<file path="config.mk">
export PLATFORM = sky130hd
export DESIGN_NAME = ibt_ctrl
export DESIGN_NICKNAME = d
export VERILOG_FILES = /design/src/rtl/core/interval_booking_table_assert.svh /design/src/rtl/core/ibt_pkg.sv /design/src/rtl/core/ibt_ctrl.sv
export SDC_FILE = /design/constraint.sdc
export NUM_CORES = 1
export LEC_CHECK = 0
export BUFFER_PORTS_ARGS = -buffer_cell sky130_fd_sc_hd__buf_2
export CORE_AREA = 2 2 42 44
export CTS_CLUSTER_SIZE = 14
export DETAILED_ROUTE_END_ITERATION = 8
export DIE_AREA = 0 0 44 46
export PLACE_DENSITY = 0.84
export REMOVE_ABC_BUFFERS = 1
export SYNTH_ARGS = -nofsm -noshare
export SYNTH_HDL_FRONTEND = slang
export SYNTH_SLANG_ARGS = --single-unit
export TNS_END_PERCENT = 1
</file>
<file path="constraint.sdc">
create_clock -name clk -period 4.5 [get_ports clk]
set_input_delay 0.225 -clock clk [delete_from_list [all_inputs] [get_ports clk]]
set_output_delay 0.225 -clock clk [all_outputs]
set_load 0.005 [all_outputs]
</file>
<file path="src/rtl/core/interval_booking_table_assert.svh">
// Assertion macros for the interval booking table.
`ifndef INTERVAL_BOOKING_TABLE_ASSERT_SVH
`define INTERVAL_BOOKING_TABLE_ASSERT_SVH
`ifndef SYNTHESIS
`define IBT_ASSERT_IMPL(label, clk, rst_n, pre, post) \
    label: assert property (@(posedge clk) disable iff (!rst_n) (pre) |-> (post)) \
        else $error("interval_booking_table: same-cycle check failed");
`define IBT_ASSERT_NEXT(label, clk, rst_n, pre, post) \
    label: assert property (@(posedge clk) disable iff (!rst_n) (pre) |=> (post)) \
        else $error("interval_booking_table: next-cycle check failed");
`else
`define IBT_ASSERT_IMPL(label, clk, rst_n, pre, post)
`define IBT_ASSERT_NEXT(label, clk, rst_n, pre, post)
`endif
`endif

</file>
<file path="src/rtl/core/ibt_pkg.sv">
// Shared codes and controller/datapath interface types for the booking table.
package ibt_pkg;

    localparam logic [1:0] ST_BOOKED  = 2'd0;
    localparam logic [1:0] ST_OVERLAP = 2'd1;
    localparam logic [1:0] ST_FULL    = 2'd2;
    localparam logic [1:0] ST_INVALID = 2'd3;

    typedef enum logic [1:0] {
        RD_IDX,
        RD_KUP,
        RD_KDN
    } rd_sel_t;

    typedef enum logic [2:0] {
        WR_NONE,
        WR_MERGE,
        WR_EXT_PREV,
        WR_EXT_NEXT,
        WR_NEW,
        WR_MOVE
    } wr_op_t;

    typedef struct packed {
        logic       load;
        logic       rd_en;
        rd_sel_t    rd_sel;
        logic       advance;
        logic       cur_set;
        wr_op_t     wr_op;
        logic       k_up_load;
        logic       k_dn_load;
        logic       k_dec;
        logic       k_inc;
        logic       cnt_inc;
        logic       cnt_dec;
        logic       res_load;
        logic [1:0] res_status;
    } cmd_t;

    typedef struct packed {
        logic invalid;
        logic at_end;
        logic overlap;
        logic lies_after;
        logic join_prev;
        logic join_next;
        logic full;
        logic up_done;
        logic dn_done;
    } sts_t;

endpackage

</file>
<file path="src/rtl/core/ibt_ctrl.sv">
// Controller: sequences scan, merge decision, shifts and result handoff.
module ibt_ctrl (
    input  logic          clk,
    input  logic          rst_n,
    input  logic          in_valid,
    output logic          in_ready,
    output logic          out_valid,
    input  logic          out_ready,
    input  ibt_pkg::sts_t sts,
    output ibt_pkg::cmd_t cmd
);
    import ibt_pkg::*;

    localparam logic [3:0] S_IDLE     = 4'd0;
    localparam logic [3:0] S_CHK      = 4'd1;
    localparam logic [3:0] S_RD       = 4'd2;
    localparam logic [3:0] S_CMP      = 4'd3;
    localparam logic [3:0] S_DEC      = 4'd4;
    localparam logic [3:0] S_MV_RD_UP = 4'd5;
    localparam logic [3:0] S_MV_WR_UP = 4'd6;
    localparam logic [3:0] S_NEW_WR   = 4'd7;
    localparam logic [3:0] S_MV_RD_DN = 4'd8;
    localparam logic [3:0] S_MV_WR_DN = 4'd9;
    localparam logic [3:0] S_FIN      = 4'd10;

    logic [3:0] state_reg, state_next;
    logic [1:0] st_reg, st_next;
    logic       out_valid_reg, out_valid_next;

    always_comb
    begin
        state_next = state_reg;
        st_next    = st_reg;
        cmd        = '0;
        cmd.rd_sel = RD_IDX;
        cmd.wr_op  = WR_NONE;
        unique case (state_reg)
            S_IDLE:
            begin
                if (in_valid)
                begin
                    cmd.load   = 1'b1;
                    state_next = S_CHK;
                end
            end
            S_CHK:
            begin
                if (sts.invalid)
                begin
                    st_next    = ST_INVALID;
                    state_next = S_FIN;
                end
                else
                begin
                    state_next = S_RD;
                end
            end
            S_RD:
            begin
                if (sts.at_end)
                begin
                    state_next = S_DEC;
                end
                else
                begin
                    cmd.rd_en  = 1'b1;
                    state_next = S_CMP;
                end
            end
            S_CMP:
            begin
                if (sts.overlap)
                begin
                    st_next    = ST_OVERLAP;
                    state_next = S_FIN;
                end
                else if (sts.lies_after)
                begin
                    cmd.cur_set = 1'b1;
                    state_next  = S_DEC;
                end
                else
                begin
                    cmd.advance = 1'b1;
                    state_next  = S_RD;
                end
            end
            S_DEC:
            begin
                st_next = ST_BOOKED;
                if (sts.join_prev && sts.join_next)
                begin
                    cmd.wr_op     = WR_MERGE;
                    cmd.k_dn_load = 1'b1;
                    state_next    = S_MV_RD_DN;
                end
                else if (sts.join_prev)
                begin
                    cmd.wr_op  = WR_EXT_PREV;
                    state_next = S_FIN;
                end
                else if (sts.join_next)
                begin
                    cmd.wr_op  = WR_EXT_NEXT;
                    state_next = S_FIN;
                end
                else if (sts.full)
                begin
                    st_next    = ST_FULL;
                    state_next = S_FIN;
                end
                else
                begin
                    cmd.k_up_load = 1'b1;
                    state_next    = S_MV_RD_UP;
                end
            end
            S_MV_RD_UP:
            begin
                if (sts.up_done)
                begin
                    state_next = S_NEW_WR;
                end
                else
                begin
                    cmd.rd_en  = 1'b1;
                    cmd.rd_sel = RD_KUP;
                    state_next = S_MV_WR_UP;
                end
            end
            S_MV_WR_UP:
            begin
                cmd.wr_op  = WR_MOVE;
                cmd.k_dec  = 1'b1;
                state_next = S_MV_RD_UP;
            end
            S_NEW_WR:
            begin
                cmd.wr_op   = WR_NEW;
                cmd.cnt_inc = 1'b1;
                state_next  = S_FIN;
            end
            S_MV_RD_DN:
            begin
                if (sts.dn_done)
                begin
                    cmd.cnt_dec = 1'b1;
                    state_next  = S_FIN;
                end
                else
                begin
                    cmd.rd_en  = 1'b1;
                    cmd.rd_sel = RD_KDN;
                    state_next = S_MV_WR_DN;
                end
            end
            S_MV_WR_DN:
            begin
                cmd.wr_op  = WR_MOVE;
                cmd.k_inc  = 1'b1;
                state_next = S_MV_RD_DN;
            end
            S_FIN:
            begin
                if (!out_valid_reg || out_ready)
                begin
                    cmd.res_load   = 1'b1;
                    cmd.res_status = st_reg;
                    state_next     = S_IDLE;
                end
            end
            default: state_next = S_IDLE;
        endcase
    end

    always_comb
    begin
        out_valid_next = out_valid_reg;
        if (cmd.res_load)
        begin
            out_valid_next = 1'b1;
        end
        else if (out_ready)
        begin
            out_valid_next = 1'b0;
        end
    end

    always_ff @(posedge clk or negedge rst_n)
    begin
        if (!rst_n)
        begin
            state_reg     <= S_IDLE;
            st_reg        <= ST_BOOKED;
            out_valid_reg <= 1'b0;
        end
        else
        begin
            state_reg     <= state_next;
            st_reg        <= st_next;
            out_valid_reg <= out_valid_next;
        end
    end

    assign in_ready  = state_reg == S_IDLE;
    assign out_valid = out_valid_reg;

endmodule

</file>
Word level (Yosys, flattened, before mapping):

Index checks and enable logic that the tools add are counted.

* memory bits (writable): 0
* memories: 0
* latch bits: 0
* input port bits: 13
* bits in registers: 7
* ROM bits: 0

* div/mod/pow operators: 0
* $add $sub $neg: 0
* muxes and demuxes: 50
* shift-type cells: 0
* bitwise logic cells: 0
* eq/ne operators: 14
* reduce and logical (&&, ||, !) cells: 9
* magnitude comparators: 0
* multipliers: 0

Operators by type and width (count)
* $pmux W4 S11: 1
* $mux W4: 8
* $mux W2: 13
* $mux W1: 18
* $mux W3: 6
* $eq A4 B3 Y1 const B: 4
* $eq A4 B4 Y1 const B: 3
* $pmux W3 S3: 1
* $eq A4 B2 Y1 const B: 2
* $ne A2 B2 Y1 const B: 4
* $pmux W2 S3: 1
* $eq A4 B1 Y1 const B: 1
* $logic_not A4 Y1: 1
* $pmux W2 S2: 1
* $pmux W1 S3: 1
* $reduce_and A3 Y1: 1
* $reduce_bool A3 Y1: 1
* $reduce_and A2 Y1: 1
* $reduce_bool A2 Y1: 1
* $reduce_or A2 Y1: 1
* $logic_and A1 B1 Y1: 1
* $logic_not A1 Y1: 1
* $logic_or A1 B1 Y1: 1

Depth between registers and ports, before layout:

* word-level depth: 5
* mapped depth: 5
* depth with buffers taken out: 5

Worst setup path before layout:

OpenSTA, ideal clock, no wires.

* path kind: flip-flop to flip-flop
* start: register state_reg[3]
* end: register st_reg[1]
* clock period less this slack: 1511 ps
* setup time: 125 ps
* path slack: 2989 ps
* cell stages (with the launch flop): 5
* arrival time: 1387 ps
* path through: dfrtp_1 -> or4b_4 -> a21oi_1 -> a31oi_1 -> mux2_2

* word-level cells in the longest chain between the ends: 3
* elaborated cells on any way between the ends: 8
* classes of those cells: 5 x eq/ne; 1 x mux; 2 x reduce/logical

Ends and longest elaborated chain
* start: declaration: line ibt_ctrl.sv:26 `logic [3:0] state_reg, state_next;`
* start signal: assignment: line ibt_ctrl.sv:199 `state_reg <= state_next;`
* $eq A4 B1 Y1 (tied with other cells): line ibt_ctrl.sv:37 `unique case (state_reg)`
* $ne A2 B2 Y1 (no source line) or $reduce_bool A3 Y1 (tied branches)
* $reduce_and A3 Y1 (no source line)
* end signal: assignment: line ibt_ctrl.sv:200 `st_reg <= st_next;`
* end: declaration: line ibt_ctrl.sv:27 `logic [1:0] st_reg, st_next;`

Parallel ways exist; a longest one is shown, timed or not.
A chain may end at the register's enable or synchronous reset.

==> flow_summary.json <==
{
  "netSwitchingFraction": 0.4656,
  "netlist_instances": 92,
  "ir_drop_mv": 0.2788,
  "grt_start_max_net_pins": 23,
  "fin_crit_ps": 2043,
  "cts.htree.levels": 1,
  "synth_xor_area_frac": 0,
  "routed_wl_mm": 1.873,
  "r2r_start": "state_reg[1]",
  "clock_path_buffers": 2,
  "synth_top_family_by_area": "simple AND/OR/NAND/NOR gates",
  "setup_viol": 0,
  "synth.cell_area_um2": 703.2,
  "avgSynthCellArea_um2": 7.643,
  "hold_viol_final": 0,
  "clk_pin_slew_ps": 50,
  "yosysTopAreaCell": "dfrtp_1",
  "arrival_ps": 1820,
  "yosys.area_share.simple": 0.4324,
  "grtUsageTotal": 0.2025,
  "layout_common_cells": "32 x buf_2, 12 x nor2_1, 7 x dfrtp_1, 6 x o21ai_0, 5 x nor3_1",
  "viasPerCell": 5.536,
  "largest_reg_flops": 4,
  "cts_num_sinks": 7,
  "ioPinCount": 33,
  "cp-end-kind": "output port",
  "dr.pass1.iters": 4,
  "r2r_cells": 3,
  "drc": 0,
  "clockPowerShare": 0.128,
  "postCtsSetupBuffers": 0,
  "synth_compound_area_frac": 0.1975,
  "cts_buffers": 3,
  "wl_per_cell_um": 13.38,
  "synthTopCellsByArea": "dfrtp_1 25%, nor2_1 6.4%, o21ai_0 4.3%",
  "crit_type": "reg2out",
  "critical_path.max_stage_delay_ps": 620,
  "final_min_period_over_clock_period": 0.4541,
  "cts_root_buf": "clkbuf_4",
  "seqCellArea_um2": 175.2,
  "ys_ff_latch": 7,
  "final_common_cell": "buf_2",
  "seqPwrFrac": 0.347,
  "antenna_found_initial": 0,
  "dieArea_mm2": 0.002024,
  "hold_path_end": "out_valid",
  "combPwrFrac": 0.525,
  "n_antenna_cell": 0,
  "synth_top_area_frac": 0.2491,
  "r2r_slack_ps": 2660,
  "power_w": 0.0004646,
  "clk_latency_ps": 260,
  "port_buffers": 32,
  "grt_pass1_wl_mm": 2.960,
  "die_h_um": 46,
  "cap_violations": 0,
  "final_antenna_net_count": 0,
  "required_ps": 4280,
  "hold_depth": 3,
  "switchingPower_w": 0.0002163,
  "tightest_slew_ps": 576.7,
  "coreArea_mm2": 0.001614,
  "worstPathCellList": "nor2b_1, nand3b_1, nor2b_1, and2_1, buf_2",
  "worst_path_max_delay_cell": "dfrtp_1",
  "dpl.hpwl_mm": 1.428,
  "crit_path_max_fanout": 16,
  "cp-start-kind": "flop",
  "hold_path.class": "in2reg",
  "p_leak_nw": 0.4826,
  "rsz0062_at_grt": "false",
  "cts_tree": "built",
  "multi_input_area_um2": 490.5,
  "vias": 775,
  "fin_tns_setup_ps": 0,
  "yosysWarnings": 0,
  "initialDrtViolationCount": 10,
  "internal-power_w": 0.0002483,
  "slew_headroom": 0.6155,
  "synthMuxAreaShare": 0.03203,
  "min-delay-start": "out_ready",
  "grt_pass1_vias": 644,
  "yosys.area_share.adder": 0.03559,
  "grt_overflow_total": 0,
  "critPathMostFrequentCell": "nor2b_1",
  "power_density_mw_per_mm2": 519.3,
  "reg2reg_to": "state_reg[1]",
  "final_layout_size_suffix_gt1_frac": 0.3171,
  "start_util": 0.4357,
  "slew_violations": 0,
  "nets": 139,
  "yosysUniqueCellTypes": 35,
  "max_freq_ghz": 0.4894,
  "skew_ps": 3.691,
  "synth_seq_area_share": 0.2491,
  "die_x_um": 44,
  "status": "finished, final reports clean",
  "syn2layout_area_growth_pct": 27.22,
  "rows": 15,
  "gp_congestion": 0.8328,
  "fillers": 146
}
routing by layer:
| metal | part of all wire | vias up | wire length, um | global-route usage |
|---|---|---|---|---|
| li1 | - | 395 | - | - |
| met1 | 0.45 | 343 | 843 | 0.2608 |
| met2 | 0.47 | 31 | 877 | 0.3118 |
| met3 | 0.056 | 6 | 105 | 0.05556 |
| met4 | 0.025 | 0 | 47 | 0.09697 |
| met5 | 0 | - | 0 | 0 |
through the flow:
stage / hold slack [ps] / util / instances / worst slack [ps] / cell area, um2
6_report: 301.1 / 0.5543 / 140 / 2457 / 894.6
5_1_grt: 336.8 / 0.5543 / 140 / 2356 / 894.6
4_1_cts: 305.5 / 0.5543 / 140 / 2486 / 894.6
3_5_place_dp: 62.67 / 0.5318 / 135 / 2666 / 858.3
3_3_place_gp: 60.19 / 0.5318 / 135 / 2732 / 858.3
2_1_floorplan: -70.59 / - / 86 / 2834 / 676.9
kinds of logic (layout without fill, tap and decap cells):
group / Yosys count / in the layout
simple gates: 51 / 51
compound gates: 21 / 21
buf+inv: 9 / 40
flops: 7 / 7
fa+ha+maj: 2 / 2
mux: 2 / 2
area by class of cell:
cell class	instances	share of cell area
multi-input combinational	76	0.5483
sequential	7	0.1958
timing repair buffer	33	0.1902
inverter	3	0.01259
tap	17	0.02378
clock buffer	4	0.02937
critical path: cells and delay by family, from the launching register on:
family                 cells  cell delay (ps)
AND/OR/NAND/NOR            4              820
flip-flops                 1              620
buffers and inverters      1              110
cell usage after synthesis (all sizes together):
cell type	count
nand2	4
or3	1
nor4	1
nand3b	2
and2	4
mux2	2
a31oi	3
nor4bb	1
o31ai	1
nor3	5
buf	1
o21ai	7
or2b	1
inv	3
o21a	1
a2111o	1
and3	3
ha	2
a21o	2
nor4b	1
a22oi	1
and2b	2
o2111ai	1
a211o	1
clkbuf	5
nor2	12
nor3b	4
and3b	1
a21oi	3
nand2b	3
nor2b	4
dfrtp	7
or4b	2
timing repair:
item / in CTS / in global routing
resized for setup: 0 / 0
hold buffers: 1 / 0
endpoints found under the hold margin: 7 / 0
how the worst max path moves through the flow:
stage / startpoint / depth (start not counted) / endpoint / slack, ps
2_1_floorplan: state_reg[1] / 4 / st_reg[1] / 2830
3_3_place_gp: state_reg[1] / 4 / st_reg[1] / 2730
3_5_place_dp: state_reg[1] / 3 / state_reg[1] / 2670
4_1_cts: state_reg[3] / 5 / cmd[0] / 2490
5_1_grt: state_reg[3] / 5 / cmd[0] / 2360
6_report: state_reg[3] / 5 / cmd[0] / 2460
power by group through the flow:
stage | combinational [W] | sequential, W | clock, W
final | 0.000244 | 0.000161 | 0.0000597
after global routing | 0.000271 | 0.000169 | 0.0000629
after floorplan | 0.000166 | 0.000140 | 0
after detailed placement | 0.000243 | 0.000159 | 0
after CTS | 0.000245 | 0.000158 | 0.0000590
after global placement | 0.000234 | 0.000156 | 0
No activity file was read; power rests on OpenSTA's default activity.
